==> src/gn3_pkg.sv <==
`default_nettype none

package gn3_pkg;

  localparam int TableSize = 256;
  localparam int FracBits  = 16;
  localparam int IdxW      = $clog2(TableSize);
  localparam int EntryW    = 8;
  localparam int CoordW    = 32;
  localparam int OutW      = 18;
  localparam int OutFrac   = 16;
  localparam int FadeW     = FracBits + 2;
  localparam int PolyW     = FracBits + 4;
  localparam int GradW     = FracBits + 4;
  localparam int One       = 1 << FracBits;
  localparam int OutMax    = (1 << (OutW - 1)) - 1;
  localparam int OutMin    = -(1 << (OutW - 1));
  localparam int ShR       = (FracBits > OutFrac) ? FracBits - OutFrac : 0;
  localparam int ShL       = (FracBits < OutFrac) ? OutFrac - FracBits : 0;

  typedef enum logic {
    OpLoad  = 1'b0,
    OpQuery = 1'b1
  } op_e;

  typedef logic signed [GradW-1:0] grad_t;

  function automatic grad_t grad_dot(input logic [3:0] h, input grad_t x, input grad_t y,
                                     input grad_t z);
    grad_t gu;
    grad_t gv;
    grad_t su;
    grad_t sv;
    gu = (h < 4'd8) ? x : y;
    gv = (h < 4'd4) ? y : ((h == 4'd12 || h == 4'd14) ? x : z);
    su = h[0] ? -gu : gu;
    sv = h[1] ? -gv : gv;
    return su + sv;
  endfunction

  function automatic grad_t lerp_fx(input grad_t a, input grad_t b,
                                    input logic [FadeW-1:0] t);
    logic signed [GradW:0]         d;
    logic signed [GradW+FadeW+1:0] p;
    logic signed [GradW+FadeW+1:0] s;
    d = $signed({b[GradW-1], b}) - $signed({a[GradW-1], a});
    p = $signed({1'b0, t}) * d;
    s = p >>> FracBits;
    return a + GradW'(s);
  endfunction

endpackage

`default_nettype wire

==> src/gn3_fade.sv <==
`default_nettype none

module gn3_fade import gn3_pkg::*; (
  input  wire logic                clk_i,
  input  wire logic                en_i,
  input  wire logic [FracBits-1:0] t_i,
  output logic      [FadeW-1:0]    fade_o
);

  localparam int Pw = PolyW + 1;

  logic [2*FracBits-1:0]     sq;
  logic [2*FracBits-1:0]     cube;
  logic [Pw-1:0]             pos;
  logic [Pw-1:0]             neg;
  logic [FracBits+PolyW-1:0] prod;
  logic [FracBits-1:0]       t1_q;
  logic [FracBits-1:0]       t2_q;
  logic [FracBits-1:0]       t3_q;
  logic [PolyW-1:0]          poly_q;
  logic [FadeW-1:0]          fade_q;

  always_comb begin
    sq   = (2*FracBits)'(t_i) * (2*FracBits)'(t_i);
    cube = (2*FracBits)'(t2_q) * (2*FracBits)'(t1_q);
    pos  = Pw'(6) * Pw'(t2_q) + Pw'(10 * One);
    neg  = Pw'(15) * Pw'(t1_q);
    prod = (FracBits+PolyW)'(t3_q) * (FracBits+PolyW)'(poly_q);
  end

  always_ff @(posedge clk_i) begin
    if (en_i) begin
      t1_q   <= t_i;
      t2_q   <= sq[2*FracBits-1:FracBits];
      t3_q   <= cube[2*FracBits-1:FracBits];
      poly_q <= (pos > neg) ? PolyW'(pos - neg) : '0;
      fade_q <= FadeW'(prod >> FracBits);
    end
  end

  assign fade_o = fade_q;

endmodule

`default_nettype wire

==> config.mk <==
export PLATFORM = sky130hd
export DESIGN_NAME = gn3_fade
export DESIGN_NICKNAME = d
export VERILOG_FILES = /design/src/gn3_pkg.sv /design/src/gn3_fade.sv
export SDC_FILE = /design/constraint.sdc
export NUM_CORES = 2
export LEC_CHECK = 0
export BUFFER_PORTS_ARGS = -buffer_cell sky130_fd_sc_hd__buf_2
export CAP_MARGIN = 20
export CORE_MARGIN = 2
export CORE_UTILIZATION = 60
export CTS_BUF_LIST = sky130_fd_sc_hd__clkbuf_8
export DETAILED_ROUTE_END_ITERATION = 10
export PLACE_DENSITY = 0.81
export SETUP_SLACK_MARGIN = 0.4
export SLEW_MARGIN = 0
export SYNTH_ARGS = -nofsm -noshare
export SYNTH_HDL_FRONTEND = slang
export SYNTH_SLANG_ARGS = --single-unit
export TNS_END_PERCENT = 5
==> constraint.sdc <==
create_clock -name clk_i -period 6.7 [get_ports clk_i]
set_clock_uncertainty 0.1 [all_clocks]
set_input_delay 0.67 -clock clk_i [delete_from_list [all_inputs] [get_ports clk_i]]
set_output_delay 0.67 -clock clk_i [all_outputs]
set_load 0.02 [all_outputs]
==> impl_results.md <==
* Root Driver: clkbuf_8
* H-tree depth at 3
* Vias in the first global route at 24800
* Clk pin slew, worst setup/hold paths at 0.10 ns
* Final ANT Viol Nets at 0
* Synth Area in Compound Gates at 5.61%
* HP Class: primary input to register
* Highest Clock Rate at 155 MHz
* CP Class: register to register
* Main combinational cell family by area after synthesis: adder cells
* Dpl cells at 3880
* Rows at 81
* Hold depth at 1
* RSZ-0062 raised after global routing: true
* Critical path depth at 19
* Maximum capacitance violations at 0
* Area of the multi-input gates at 24500 sq um
* Slew headroom at 39.8%
* Post-route setup slack at 0.256 ns
* Final nets at 4348
* Post-synth cell types at 65
* Pre-CTS WS at -0.0751 ns
* Reg2Reg Depth at 19
* Synthesized-area fraction occupied by and/or/nand/nor cells at 15.1%
* Detailed placer's ending HPWL at 58.2 mm
* CP delay by family, top: adder cells
* GPL Wtd Cong at 0.950
* Worst Path Arrival at 6.54 ns
* Post-DR vias/cell at 5.54
* Top cell by count, worst path: fa_1
* Post-layout min period at 6.44 ns
* DRC errors left at 0
* Fin util at 67.0%
* Largest net degree at the start of global routing at 68
* Dominant cells by area after synthesis: fa_1, ha_1, inv_1
* Final hold slack at 0.418 ns
* Final setup violating endpoints at 0
* Mux cell area share after synthesis at 0.138%
* Xor and xnor area share after synthesis at 2.90%
* Antenna diode count at 0
* Top-count cell post-synth: inv_1
* Layout cells sized above 1 at 9.92%
* Area Overhead vs Synth at 9.70%
* Max clock buf depth at 2
* Port Buffers at 35
* Tcrit/Tclk final at 96.2%
* Die area at 51700 sq um
* Pre-antenna DRT Iters at 6
* Vias at 22200
* I/O pin cnt at 36
* CP endpoint kind: register
* Startpoint types: register
* Initial Util at 61.0%
* Post-Syn Area at 29900 sq um
* Mapped Cells at 3184
* Syn nets at 4188
* Share of the synthesized area in the top cell type at 42.4%
* Mean Syn Cell Area at 9.40 sq um
* YS warnings at 0
* Slew Viols, Final at 0
* DIE WIDTH at 227 um
* Post-Route WL at 72.1 mm
* Post-synth top cells: inv_1, fa_1, nand2_1, ha_1, and2_1
* Max incr delay on CP at 0.60 ns
* WP buf/inv at 3
* Synth Flop Type: edfxtp_1
* CTS tree: built
* Dominant cell type by area after synthesis: fa_1
* Routed wire per std cell at 18.0 um
* Overflow after GRT at 0
* Clock buffer count from CTS at 9
* Fillcell total at 3668
* Worst-margin pin slew at 0.903 ns
* Crit-path slowest cell: fa_1
* Post-synth EDFFs at 86
* Sink Count at 86
* Finished Layout Cells at 4012
* Total GRT Usage at 29.4%
* Post-synthesis async set-or-reset flop share at 0%
* Final hold vios at 0
* Adder-cell share of the synthesized area at 57.1%
* Seq cells post-synth at 86
* Status: complete, no violations
* Register area share after synthesis at 8.62%
* Worst-skew pair later-pin latency at 0.44 ns
* Worst EP required at 6.80 ns
* Initial antenna violation count at 0
* Cell chain of the critical path: buf_4 > and2_1 > fa_1 > fa_1 > fa_1 > fa_1 > fa_1 > inv_1 > fa_1 > inv_1 > ha_1 > a21o_1 > a21o_1 > a21oi_2 > nand2_1 > o311a_4 > or4_4 > and2_1 > xor2_1
* CTS Hold Bufs at 0
* First-pass GRT wire length at 119 mm
* Chip height at 227 um
* Largest driver fanout on the critical path at 7
* Core footprint at 49100 sq um
* 1st-iter DRT viols at 1329
* FF+latch area at 2580 sq um
## worst paths after layout
check                from   endpoint  slack [ns]
hold reg to reg   t1_q[0]  poly_q[0]        1.04
setup reg to reg  t2_q[4]   t3_q[12]        0.26
hold / removal     t_i[8]    t1_q[8]        0.42
setup / recovery  t2_q[4]   t3_q[12]        0.26
## cells by family (layout without fill, tap and decap cells)
kind of cell,count (synthesis),count (layout)
fa+ha+maj,986,986
simple gates,912,912
buf+inv,841,1005
compound gates,256,256
xor+xnor,99,99
flops,86,86
mux,4,4
## per-layer routing
| metal | up-vias | part of all wire, % | global-route usage, % |
|---|---|---|---|
| met1 | 11200 | 38 | 34.5 |
| li1 | 9951 | - | - |
| met4 | 0 | 4.4 | 12.5 |
| met2 | 851 | 51 | 53.4 |
| met3 | 227 | 6.4 | 4.71 |
| met5 | - | 0 | 0 |
## what timing repair did
item	in CTS	in global routing
cloned	1	0
endpoints found under the hold margin	0	0
pin swaps	19	22
endpoints found under the setup margin	29	52
resized for setup	46	19
setup buffers	92	24
## cells in the final DEF (no fill, tap or decap), types with 35 or more instances in the layout
master,instances
a21oi_1,72
and2_1,310
xnor2_1,62
inv_1,732
nor2_1,72
buf_4,199
edfxtp_1,86
xor2_1,35
ha_1,341
fa_1,629
buf_2,35
o21ai_0,36
nand2_1,399
a21o_1,48
## layout make-up
cell class / count / share of cell area, %
Multi-Input combinational cell: 2257 / 74.5
Timing Repair Buffer: 256 / 6.06
Inverter: 734 / 8.39
Sequential cell: 86 / 7.86
Clock inverter: 6 / 0.263
Tap cell: 664 / 2.53
Clock buffer: 9 / 0.377
## state kept, by name (all words and copies together) (netlist names)
| register | cells |
|---|---|
| t3_q | 16 |
| poly_q | 20 |
| fade_o | 18 |
| t2_q | 16 |
| t1_q | 16 |
## stage by stage
stage               area [sq um]  setup TNS, ns
floorplan                  30000              0
global placement           31400              0
detailed placement         31400         -0.104
CTS                        32600              0
global route               32800              0
finish                     32800              0
## worst register-to-register path: cells and delay by family, from the launching register on
family | cells | cell delay [ns]
adders and majority gates | 7 | 3.18
and+or+nand+nor | 4 | 0.90
DFF | 1 | 0.52
AOI/OAI and AO/OA | 4 | 1.01
buffers and inverters | 3 | 0.37
xor gates and xnor gates | 1 | 0.14
Power is not shown: default switching activity piles up to over one toggle a cycle in this logic, so the estimate is an artifact.
